[src/hdl/cdb_pkg.sv]
// Shared types and constants for the clipped decimating blit.
// Used by clipped_decimating_blit_top and its checker; no dependencies.
package cdb_pkg;

  localparam int unsigned CFG_IDX_W  = 3;
  localparam int unsigned CFG_DATA_W = 12;

  localparam logic [CFG_IDX_W-1:0] CFG_DEST_X       = 3'd0;
  localparam logic [CFG_IDX_W-1:0] CFG_DEST_Y       = 3'd1;
  localparam logic [CFG_IDX_W-1:0] CFG_SRC_WIDTH    = 3'd2;
  localparam logic [CFG_IDX_W-1:0] CFG_IMAGE_HEIGHT = 3'd3;
  localparam logic [CFG_IDX_W-1:0] CFG_ZOOM_FACTOR  = 3'd4;
  localparam logic [CFG_IDX_W-1:0] CFG_ROW_STRIDE   = 3'd5;

  localparam logic [10:0] CNT_MAX    = 11'h7FF;
  localparam logic [11:0] SIZE_MAX   = 12'd2048;
  localparam logic [4:0]  FACTOR_MAX = 5'd16;

  typedef struct packed {
    logic [15:0] pixel_color;
    logic        start_of_image;
  } in_t;

  typedef struct packed {
    logic [19:0] write_address;
    logic [15:0] write_color;
  } out_t;

endpackage

[src/hdl/clipped_decimating_blit_top.sv]
// Clipped, decimating 2D blit: pixel stream in, frame buffer writes out.
// Depends on cdb_pkg (payload structs, register indexes, limits).
//
// Usage
//   in_*  : source pixels in raster order, one per transaction. Set
//           start_of_image on the first pixel of each image; it clears the
//           position counters before that pixel is handled.
//   out_* : one write transaction (address, colour) per pixel that survives
//           clipping and decimation; clipped or skipped pixels give nothing.
//   cfg_* : register writes, index 0..5 = dest_x, dest_y, source width,
//           image_height, zoom_factor, row stride. cfg_ready is always
//           high; write only while no pixel is in flight.
// Timing
//   One pixel per cycle sustained while in_ready is high. A surviving pixel is
//   registered in out_r, or in the skid buffer if a stalled sink holds out_r. All
//   decision and address logic is a single pass between the position registers
//   and the output register; the critical path is the clipped row offset * row
//   stride product (11 x 12 bits) plus the address adds.
// Stall
//   Behind the output register sits a one-entry skid buffer. While the sink
//   stalls, one further result is absorbed; once the skid is full in_ready
//   drops until out_ready returns.
// Reset
//   rst_n (synchronous, active low) clears all position state, empties the
//   output stages and loads register defaults (origin 0,0, 1x1 image,
//   factor 1, row stride 480).
module clipped_decimating_blit_top
  import cdb_pkg::*;
#(
  parameter int unsigned DISPLAY_WIDTH  = 480,
  parameter int unsigned DISPLAY_HEIGHT = 480
) (
  input  logic                  clk,
  input  logic                  rst_n,
  // pixel input
  input  logic                  in_valid,
  output logic                  in_ready,
  input  in_t                   in_data,
  // write output
  output logic                  out_valid,
  input  logic                  out_ready,
  output out_t                  out_data,
  // configuration
  input  logic                  cfg_valid,
  output logic                  cfg_ready,
  input  logic [CFG_IDX_W-1:0]  cfg_index,
  input  logic [CFG_DATA_W-1:0] cfg_data
);

  // configuration registers, raw bits as written
  logic [11:0] dest_x_r, dest_y_r, src_w_r, image_height_r, stride_r;
  logic [4:0]  zoom_factor_r;

  // position state
  logic [10:0] src_col_r, src_row_r, dcc_r, drc_r;
  logic [3:0]  cph_r, rph_r;
  logic [19:0] row_base_r;
  logic [10:0] src_col_nxt, src_row_nxt, dcc_nxt, drc_nxt;
  logic [3:0]  cph_nxt, rph_nxt;
  logic [19:0] row_base_nxt;

  // output register and skid buffer
  logic out_v_r, skid_v_r;
  out_t out_r, skid_r;

  // derived configuration
  logic        dx_neg, dy_neg;
  logic [11:0] fx, fy;
  logic [10:0] tx, ty;
  logic [11:0] w, h;
  logic [4:0]  f;
  logic signed [13:0] len_img, len_disp, row_len;

  // current position (cleared by start_of_image)
  logic [10:0] cur_col, cur_row, cur_dcc, cur_drc;
  logic [3:0]  cur_cph, cur_rph;
  logic [19:0] cur_base;

  logic        col_in, row_in, hit, col_last, row_last;
  logic [12:0] right_pos, bottom_pos;
  logic [22:0] prod;
  logic [19:0] addr;
  logic        in_acc, push, pop;

  assign cfg_ready = 1'b1;
  assign in_ready  = ~skid_v_r;
  assign in_acc    = in_valid & in_ready;
  assign out_valid = out_v_r;
  assign out_data  = out_r;
  assign pop       = out_v_r & out_ready;
  assign push      = in_acc & hit;

  // clip limits from the signed origin
  always_comb begin
    dx_neg = dest_x_r[11];
    dy_neg = dest_y_r[11];
    fx = dx_neg ? 12'(13'd0 - {1'b1, dest_x_r}) : 12'd0;
    fy = dy_neg ? 12'(13'd0 - {1'b1, dest_y_r}) : 12'd0;
    tx = dx_neg ? 11'd0 : dest_x_r[10:0];
    ty = dy_neg ? 11'd0 : dest_y_r[10:0];

    if (src_w_r == 12'd0)       w = 12'd1;
    else if (src_w_r > SIZE_MAX) w = SIZE_MAX;
    else                        w = src_w_r;

    if (image_height_r == 12'd0)       h = 12'd1;
    else if (image_height_r > SIZE_MAX) h = SIZE_MAX;
    else                               h = image_height_r;

    if (zoom_factor_r == 5'd0)            f = 5'd1;
    else if (zoom_factor_r > FACTOR_MAX)  f = FACTOR_MAX;
    else                                  f = zoom_factor_r;

    len_img  = $signed({2'b00, w}) - $signed({2'b00, fx});
    len_disp = $signed(14'(DISPLAY_WIDTH)) - $signed({3'b000, tx});
    row_len  = (len_disp < len_img) ? len_disp : len_img;
    if (row_len < 0) row_len = 14'sd0;
  end

  // decision, address and next position
  always_comb begin
    if (in_data.start_of_image) begin
      cur_col  = '0;
      cur_row  = '0;
      cur_dcc  = '0;
      cur_drc  = '0;
      cur_cph  = '0;
      cur_rph  = '0;
      cur_base = '0;
    end else begin
      cur_col  = src_col_r;
      cur_row  = src_row_r;
      cur_dcc  = dcc_r;
      cur_drc  = drc_r;
      cur_cph  = cph_r;
      cur_rph  = rph_r;
      cur_base = row_base_r;
    end

    col_in     = {1'b0, cur_col} >= fx;
    row_in     = {1'b0, cur_row} >= fy;
    right_pos  = {2'b00, tx} + {2'b00, cur_dcc};
    bottom_pos = {2'b00, ty} + {2'b00, cur_drc};

    hit = col_in && row_in && (cur_cph == 4'd0) && (cur_rph == 4'd0) &&
          ($signed({3'b000, cur_dcc}) < row_len) &&
          (right_pos < {1'b0, stride_r}) &&
          (bottom_pos < 13'(DISPLAY_HEIGHT));

    prod = 23'(ty) * 23'(stride_r);
    addr = prod[19:0] + cur_base + 20'(tx) + 20'(cur_dcc);

    src_col_nxt  = cur_col;
    src_row_nxt  = cur_row;
    dcc_nxt      = cur_dcc;
    drc_nxt      = cur_drc;
    cph_nxt      = cur_cph;
    rph_nxt      = cur_rph;
    row_base_nxt = cur_base;

    if (col_in) begin
      if (cur_cph == 4'd0 && cur_dcc != CNT_MAX) dcc_nxt = cur_dcc + 11'd1;
      cph_nxt = (({1'b0, cur_cph} + 5'd1) >= f) ? 4'd0 : cur_cph + 4'd1;
    end

    col_last = ({1'b0, cur_col} + 12'd1) >= w;
    row_last = ({1'b0, cur_row} + 12'd1) >= h;

    if (col_last) begin
      src_col_nxt = '0;
      cph_nxt     = '0;
      dcc_nxt     = '0;
      if (row_in) begin
        if (cur_rph == 4'd0) begin
          if (cur_drc != CNT_MAX) drc_nxt = cur_drc + 11'd1;
          row_base_nxt = cur_base + {8'd0, stride_r};
        end
        rph_nxt = (({1'b0, cur_rph} + 5'd1) >= f) ? 4'd0 : cur_rph + 4'd1;
      end
      if (row_last) begin
        // end of image: wrap everything as for a fresh image
        src_row_nxt  = '0;
        drc_nxt      = '0;
        rph_nxt      = '0;
        row_base_nxt = '0;
      end else begin
        src_row_nxt = cur_row + 11'd1;
      end
    end else begin
      src_col_nxt = cur_col + 11'd1;
    end
  end

  // configuration writes
  always_ff @(posedge clk) begin
    if (!rst_n) begin
      dest_x_r       <= 12'd0;
      dest_y_r       <= 12'd0;
      src_w_r        <= 12'd1;
      image_height_r <= 12'd1;
      zoom_factor_r  <= 5'd1;
      stride_r       <= 12'd480;
    end else if (cfg_valid && cfg_ready) begin
      case (cfg_index)
        CFG_DEST_X:       dest_x_r       <= cfg_data;
        CFG_DEST_Y:       dest_y_r       <= cfg_data;
        CFG_SRC_WIDTH:    src_w_r        <= cfg_data;
        CFG_IMAGE_HEIGHT: image_height_r <= cfg_data;
        CFG_ZOOM_FACTOR:  zoom_factor_r  <= cfg_data[4:0];
        CFG_ROW_STRIDE:   stride_r       <= cfg_data;
        default: ;
      endcase
    end
  end

  // position state advances once per input transaction
  always_ff @(posedge clk) begin
    if (!rst_n) begin
      src_col_r  <= '0;
      src_row_r  <= '0;
      dcc_r      <= '0;
      drc_r      <= '0;
      cph_r      <= '0;
      rph_r      <= '0;
      row_base_r <= '0;
    end else if (in_acc) begin
      src_col_r  <= src_col_nxt;
      src_row_r  <= src_row_nxt;
      dcc_r      <= dcc_nxt;
      drc_r      <= drc_nxt;
      cph_r      <= cph_nxt;
      rph_r      <= rph_nxt;
      row_base_r <= row_base_nxt;
    end
  end

  // output register with one-entry skid
  always_ff @(posedge clk) begin
    if (!rst_n) begin
      out_v_r  <= 1'b0;
      skid_v_r <= 1'b0;
    end else if (skid_v_r) begin
      if (pop) begin
        out_v_r  <= 1'b1;
        skid_v_r <= 1'b0;
      end
    end else if (push) begin
      if (!out_v_r || pop) out_v_r  <= 1'b1;
      else                 skid_v_r <= 1'b1;
    end else if (pop) begin
      out_v_r <= 1'b0;
    end
  end

  always_ff @(posedge clk) begin
    if (skid_v_r) begin
      if (pop) out_r <= skid_r;
    end else if (push) begin
      if (!out_v_r || pop) begin
        out_r.write_address <= addr;
        out_r.write_color   <= in_data.pixel_color;
      end else begin
        skid_r.write_address <= addr;
        skid_r.write_color   <= in_data.pixel_color;
      end
    end
  end

endmodule

[config.mk]
export PLATFORM = sky130hd
export DESIGN_NAME = clipped_decimating_blit_top
export DESIGN_NICKNAME = d
export VERILOG_FILES = /design/src/hdl/cdb_pkg.sv /design/src/hdl/clipped_decimating_blit_top.sv
export SDC_FILE = /design/constraint.sdc
export NUM_CORES = 1
export LEC_CHECK = 0
export BUFFER_PORTS_ARGS = -buffer_cell sky130_fd_sc_hd__buf_2
export CAP_MARGIN = 20
export CORE_ASPECT_RATIO = 0.9
export CORE_MARGIN = 5
export CORE_UTILIZATION = 50
export DETAILED_ROUTE_END_ITERATION = 16
export GPL_ROUTABILITY_DRIVEN = 0
export PLACE_DENSITY = 0.74
export SYNTH_ARGS = -nofsm -noshare
export SYNTH_HDL_FRONTEND = slang
export SYNTH_SLANG_ARGS = --single-unit
[constraint.sdc]
create_clock -name clk -period 24.5 [get_ports clk]
set_input_delay 2.45 -clock clk [delete_from_list [all_inputs] [get_ports clk]]
set_output_delay 2.45 -clock clk [all_outputs]
set_load 0.01 [all_outputs]
After elaboration in Yosys (flattened, before gate mapping)

Index checks and enable logic that the tools add are counted.

Register bits: 211
Bits in latches: 0
RAM bits: 0
Memory bits (read-only): 0
Input bits: 37
Output and inout port bits: 39
Logic and storage cells: 149
Memories kept: 0

$add $sub $neg: 20
Multiply operators: 1
Divide/modulo/power cells: 0
$lt $le $gt $ge: 14
Equal/unequal tests: 9
Shifts and indexed selects: 0
Mux-type cells: 54
Bitwise logic cells: 5
Reduce and logical (&&, ||, !) cells: 27

Operators with widths:

| operator                                                    | count |
|---|---|
| two-way mux 11 bit                                          | 17 |
| two-way mux 36 bit                                          | 4 |
| two-way mux 20 bit                                          | 5 |
| two-way mux 12 bit                                          | 6 |
| adder 11 x 1 -> 11 bit, second input constant               | 4 |
| adder 20 x 11 -> 20 bit                                     | 2 |
| two-way mux 4 bit                                           | 9 |
| two-way mux 14 bit                                          | 2 |
| adder 11 x 1 -> 12 bit, second input constant               | 2 |
| adder 11 x 11 -> 12 bit                                     | 2 |
| greater-or-equal comparator 11 x 12 -> 1 bit                | 2 |
| greater-or-equal comparator 12 bit                          | 2 |
| > comparator 12 bit, second input constant                  | 2 |
| zero test 12 bit                                            | 2 |
| subtractor 1 x 12 -> 12 bit, first input constant           | 2 |
| != test 11 bit, second input constant                       | 2 |
| adder 20 x 12 -> 20 bit                                     | 1 |
| adder 20 bit                                                | 1 |
| multiplier 11 x 12 -> 20 bit                                | 1 |
| less-than comparator 12 x 14 -> 1 bit                       | 1 |
| less-than comparator 14 x 1 -> 1 bit, second input constant | 1 |
| less-than comparator 12 x 13 -> 1 bit                       | 1 |
| subtractor 12 x 12 -> 13 bit                                | 1 |
| less-than comparator 12 bit                                 | 1 |
| other kinds (24)                                            | 57 |

Longest topological paths before layout

Word-level depth: 15
Depth in mapped cells: 34
Gate-level depth less buffers: 32

Worst setup path after synthesis

OpenSTA, ideal clock, no wires.

Kind: input -> register
Start: in in_data[0] in the netlist's numbering
End: reg out_r, in the netlist out_data[0], enable pin
Library setup time: 495 ps
Arrival time: 9918 ps
Required time: 24005 ps
Path slack: 14087 ps
Stages on the path: 23
Path buffers: 6
Path through: clkbuf_1 clkbuf_1 clkbuf_1 clkbuf_1 buf_1 clkbuf_1 nor2b_1 ha_1 inv_1 o21bai_1 a21oi_1 o21bai_1 a21oi_1 o21bai_1 a2111oi_0 nor3_1 ha_1 or3_1 a221oi_1 o2111ai_1 nor4b_2 a21oi_1 a311oi_1

Word-level cells in the longest chain between the ends: 11
Elaborated cells on any way between the ends: 24
Those cells by class: add/sub (2); order compare (5); mux (6); bitwise (1); reduce/logical (10)

RTL lines:

| element                                                                         | line                               | RTL |
|---|---|---|
| start, declared                                                                 | clipped_decimating_blit_top.sv:38  | `input in_t in_data,` |
| parallel branches: the longest is 7 deep, another holds adder 11 x 11 -> 12 bit | --                                 |  |
| logical AND 1 bit (*)                                                           | clipped_decimating_blit_top.sv:147 | `(right_pos < {1'b0, stride_r}) &&` |
| bitwise AND 1 bit (*)                                                           | clipped_decimating_blit_top.sv:91  | `assign push = in_acc & hit;` |
| nonzero test 2 bit (no line) (*)                                                | --                                 |  |
| AND reduction 3 bit (no line) (*)                                               | --                                 |  |
| end signal, assigned                                                            | clipped_decimating_blit_top.sv:257 | `if (pop) out_r <= skid_r;` |
| end, declared                                                                   | clipped_decimating_blit_top.sv:64  | `out_t out_r, skid_r;` |

Every way passes the cells marked *.
A chain may end at the register's enable or synchronous reset.

Worst setup path after layout

Start: reg dest_x_r[11]
End: reg skid_r[30] in the netlist's numbering, enable pin

Word-level cells in the longest chain between the ends: 13
Elaborated cells on any way between the ends: 21
Those cells by class: add/sub (4); order compare (5); mux (4); bitwise (1); reduce/logical (7)

RTL lines:

| element                               | line                               | RTL |
|---|---|---|
| start, declared                       | clipped_decimating_blit_top.sv:51  | `logic [11:0] dest_x_r, dest_y_r, src_w_r, image_height_r, stride_r;` |
| start signal, assigned                | clipped_decimating_blit_top.sv:205 | `CFG_DEST_X: dest_x_r <= cfg_data;` |
| subtractor 1 x 12 -> 12 bit           | clipped_decimating_blit_top.sv:97  | `fx = dx_neg ? 12'(13'd0 - {1'b1, dest_x_r}) : 12'd0;` |
| two-way mux 12 bit                    | clipped_decimating_blit_top.sv:97  |  |
| subtractor 12 x 12 -> 13 bit          | clipped_decimating_blit_top.sv:114 | `len_img = $signed({2'b00, w}) - $signed({2'b00, fx});` |
| less-than comparator 12 x 13 -> 1 bit | clipped_decimating_blit_top.sv:116 | `row_len = (len_disp < len_img) ? len_disp : len_img;` |
| two-way mux 14 bit                    | clipped_decimating_blit_top.sv:116 |  |
| less-than comparator 14 x 1 -> 1 bit  | clipped_decimating_blit_top.sv:117 | `if (row_len < 0) row_len = 14'sd0;` |
| two-way mux 14 bit                    | clipped_decimating_blit_top.sv:117 |  |
| less-than comparator 12 x 14 -> 1 bit | clipped_decimating_blit_top.sv:146 | `($signed({3'b000, cur_dcc}) < row_len) &&` |
| logical AND 1 bit                     | clipped_decimating_blit_top.sv:145 | `hit = col_in && row_in && (cur_cph == 4'd0) && (cur_rph == 4'd0) &&` |
| logical AND 1 bit (*)                 | clipped_decimating_blit_top.sv:146 |  |
| logical AND 1 bit (*)                 | clipped_decimating_blit_top.sv:147 |  |
| bitwise AND 1 bit (*)                 | clipped_decimating_blit_top.sv:91  |  |
| AND reduction 3 bit (no line) (*)     | --                                 |  |
| end, declared                         | clipped_decimating_blit_top.sv:64  |  |

Mark *: on every way between the ends. The rest lies on a longest branch, timed or not.

==> results by group <==
Clock tree
  – Total CTS buffers: 24
  – CTS Root Cell: clkbuf_16
  – Setup bufs post-CTS: 0
  – Clock transition at path regs: 0.06 ns
  – Clock Sinks: 211
  – Clock Latency Late Sink: between 0.5 and 0.6 ns
  – Post_cts resized: 0
  – Clock Path Buffers: 3
  – H-tree levels: 1
  – Hold buffers post-CTS: 0
  – CTS tree: done

Placement
  – Dpl cell area: 0.0203 mm^2
  – Post-DP HPWL: ~38000 um
  – PortBufs: between 70 and 80

GRT
  – Pin count of the biggest net entering global routing: between 90 and 100
  – GRT Total Usage: about 23%
  – Vias in the first global route: 15600
  – Initial antenna violation count: 0
  – First-pass GRT wire length: 81300 um
  – GR Overflow Total: 0

STA
  – Post-layout min period: a little over 8 ns
  – Max Clk Rate: between 0.1 and 0.15 GHz
  – Slew headroom: between 20% and 30%
  – Period utilisation layout: between 30 and 40%
  – Hold Fails Final Rpt: 0
  – Setup tns final: 0 ns
  – Worst Max-Slew Pin Slew: ~1.1 ns
  – Final setup violation count: 0
  – Final Slew Violations: 0
  – Worst Skew: 0.0178 ns
  – RSZ-0062 raised after global routing: false

Setup path
  – Critical R2R Launch: dest_x_r[11]$_SDFFE_PN0P_
  – Reg-to-reg endpoint: skid_r[30]$_DFFE_PP_
  – R2R setup slack: 16.20 ns
  – Crit path DAT: 8.48 ns
  – Maximum fanout along the worst path: 36
  – Crit path max-delay cell type: dfxtp_1
  – Critical path class: flop to flop
  – Reg2Reg Depth: 31
  – Critical Path Start Type: flop
  – Element type at the critical path end: flop
  – Most used cell, CP: a21oi_1
  – CP max stage delay: slightly above 0.7 ns
  – Critical Path RT: 24.68 ns

Floorplanning
  – Starting density of the core: approximately 51%
  – Core Region: 0.0385 mm^2
  – Die area: about 0.043 mm^2
  – Die Wd: 218 um
  – Die height: between 150 and 200 um
  – Io pins: between 70 and 80
  – Row count: between 60 and 70

Cells and area
  – Final Instance Area: 0.0212 mm^2
  – Layout area overhead: 8.62%
  – Ant. Diodes: 0
  – Fin nets: between 2000 and 3000
  – Reg area: 0.00494 mm^2
  – Multi-input logic area: 0.0134 mm^2
  – Share of post-route cells with drive strength above 1: ~8.5%
  – Fill cells: around 3500

Logic synthesis
  – Netlist cell types: 84
  – Synthesized flop and latch total: around 210
  – Simple-Gate Fraction of Synth Area: between 20% and 30%
  – Compound-gate portion of the synthesized area: between 10 and 15%
  – Top-count cell post-synth: nand2_1
  – Async set or reset register ratio after synthesis: 0%
  – Syn Area/Cell: 8.72 um^2
  – Synth area leader: dfxtp_1
  – Synth Flop Type: dfxtp_1
  – Top cell type's share of synthesized area: ~14%
  – Post-Synth Adder-Cell Area: about a quarter
  – Top cells by area, synth: dfxtp_1, ha_1, fa_1, edfxtp_1, nand2_1
  – Seq/Total Area, Yosys: between 20% and 30%
  – Synthesized area: 0.0195 mm^2
  – Top post-synthesis cells by count: nand2_1, inv_1, ha_1, dfxtp_1, fa_1
  – EDFF count, synth: a little over 70
  – Mapped Cells: about 2200
  – Synth warnings: 0
  – Area share of xor/xnor cells in the synthesized design: between 4 and 5%
  – Net Count, Synth: ~2600
  – Main combinational cell family by area after synthesis: adder cells
  – Mux cell area share after synthesis: 2.46%

Min path
  – Worst hold stages: 2
  – Worst hold path type: flop to flop
  – Hold path start: row_base_r[4]$_SDFFE_PN0P_
  – Hold path endpoint: row_base_r[4]$_SDFFE_PN0P_

Pwr
  – Cell Pwr Density: 48.9 mW/mm^2
  – Worst VDD drop: approximately 0.068 mV
  – Tot Pwr: roughly 0.0010 W
  – P_leak: 9.63 nW

Run
  – MaxCap Viol Count: 0

Drt
  – Final wirelength: ~50000 um
  – Remaining DRCs: 0
  – DRT Pass-1 Iters: 5
  – Iteration-0 DRC Markers: roughly 1300
  – Vias: about 16000
  – Final ANT Viol Nets: 0
  – Routed length per instance: around 18 um
  – Vias per cell: about 5.7

Run status
  – Status: finished, final reports clean
-- how the worst max path moves through the flow --
stage | to | from | slack [ns]
final | skid_r[30]$_DFFE_PP_ | dest_x_r[11]$_SDFFE_PN0P_ | 16.20
after global routing | skid_r[30]$_DFFE_PP_ | dest_x_r[11]$_SDFFE_PN0P_ | 15.40
after CTS | skid_r[30]$_DFFE_PP_ | dest_x_r[11]$_SDFFE_PN0P_ | 16.26
after detailed placement | out_data[35]$_DFFE_PP_ | in_data[0] | 16.12
after global placement | out_data[35]$_DFFE_PP_ | in_data[0] | 16.20
after floorplan | out_data[0]$_DFFE_PP_ | in_data[0] | 14.09
-- metal layers --
metal,part of all wire (%),wire [um],GRT usage (%),vias to the layer above
li1,-,-,-,7630
met1,45,22500,33.0,7655
met2,45,22500,36.7,594
met3,7.5,3750,3.42,86
met4,2.5,1270,6.00,0
met5,0,0,0,-
-- flip-flops by register name, summed over array words and instances, names as in the netlist --
name and flops:
rph_r 4, dcc_r 11, dest_x_r 12, image_height_r 12, src_col_r 11, src_row_r 11, skid_v_r 1, skid_r 36
stride_r 12, out_data 36, src_w_r 12, cph_r 4, dest_y_r 12, out_valid 1, zoom_factor_r 5, drc_r 11
row_base_r 20
-- power by group --
| part | internal, W | total [W] | switching, W |
|---|---|---|---|
| Sequential | 0.000395 | 0.000408 | 0.0000123 |
| Clock | 0.000230 | 0.000388 | 0.000158 |
| Combinational | 0.0000890 | 0.000241 | 0.000152 |
-- layout by cell type (no fill, tap or decap), drive strengths merged, types with 14 or more instances in the layout --
cell and count:
a21boi 69, a21o 35, a21oi 75, a22oi 23, and2 59, and3 37
buf 94, clkbuf 31, dfxtp 139, edfxtp 72, fa 128, ha 206
inv 214, mux2 32, nand2 366, nand2b 36, nand3 53, nor2 69
nor2b 106, nor3 36, o211ai 16, o21ai 74, o21bai 14, xnor2 64
xor2 41
-- cell families (layout without fill, tap and decap cells) --
family | after synthesis | count (layout)
buf+inv | 307 | 351
xor+xnor | 105 | 105
mux | 44 | 44
simple gates | 831 | 831
flops | 211 | 211
compound gates | 402 | 402
other cells | 1 | 1
fa+ha+maj | 334 | 334
-- worst max-delay path: cells and delay by family (launching register included) --
kind	cells	cell delay, ns
compound gates	15	3.70
fa+ha+maj	4	1.21
buf+inv	4	1.03
simple gates	6	0.81
flops	1	0.71
mux	2	0.42
-- metrics by stage --
step	util, %	instances	hold WS [ns]	setup slack [ns]
finish	55.1	2804	0.447	16.20
detailed placement	52.9	2762	0.436	16.12
CTS	55.1	2804	0.449	16.26
global route	55.1	2804	0.465	15.40
floorplan	-	2235	0.417	14.09
global placement	52.9	2762	0.426	16.20
-- area by class of cell --
type | instances | area share (%)
Tap cell | 525 | 3.10
Clock buffer | 31 | 3.24
Clock inverter | 11 | 0.733
Multi-Input combinational cell | 1717 | 63.3
Inverter | 215 | 3.81
Sequential cell | 211 | 23.4
Timing Repair Buffer | 94 | 2.46
No activity file was read; power rests on OpenSTA's default activity.
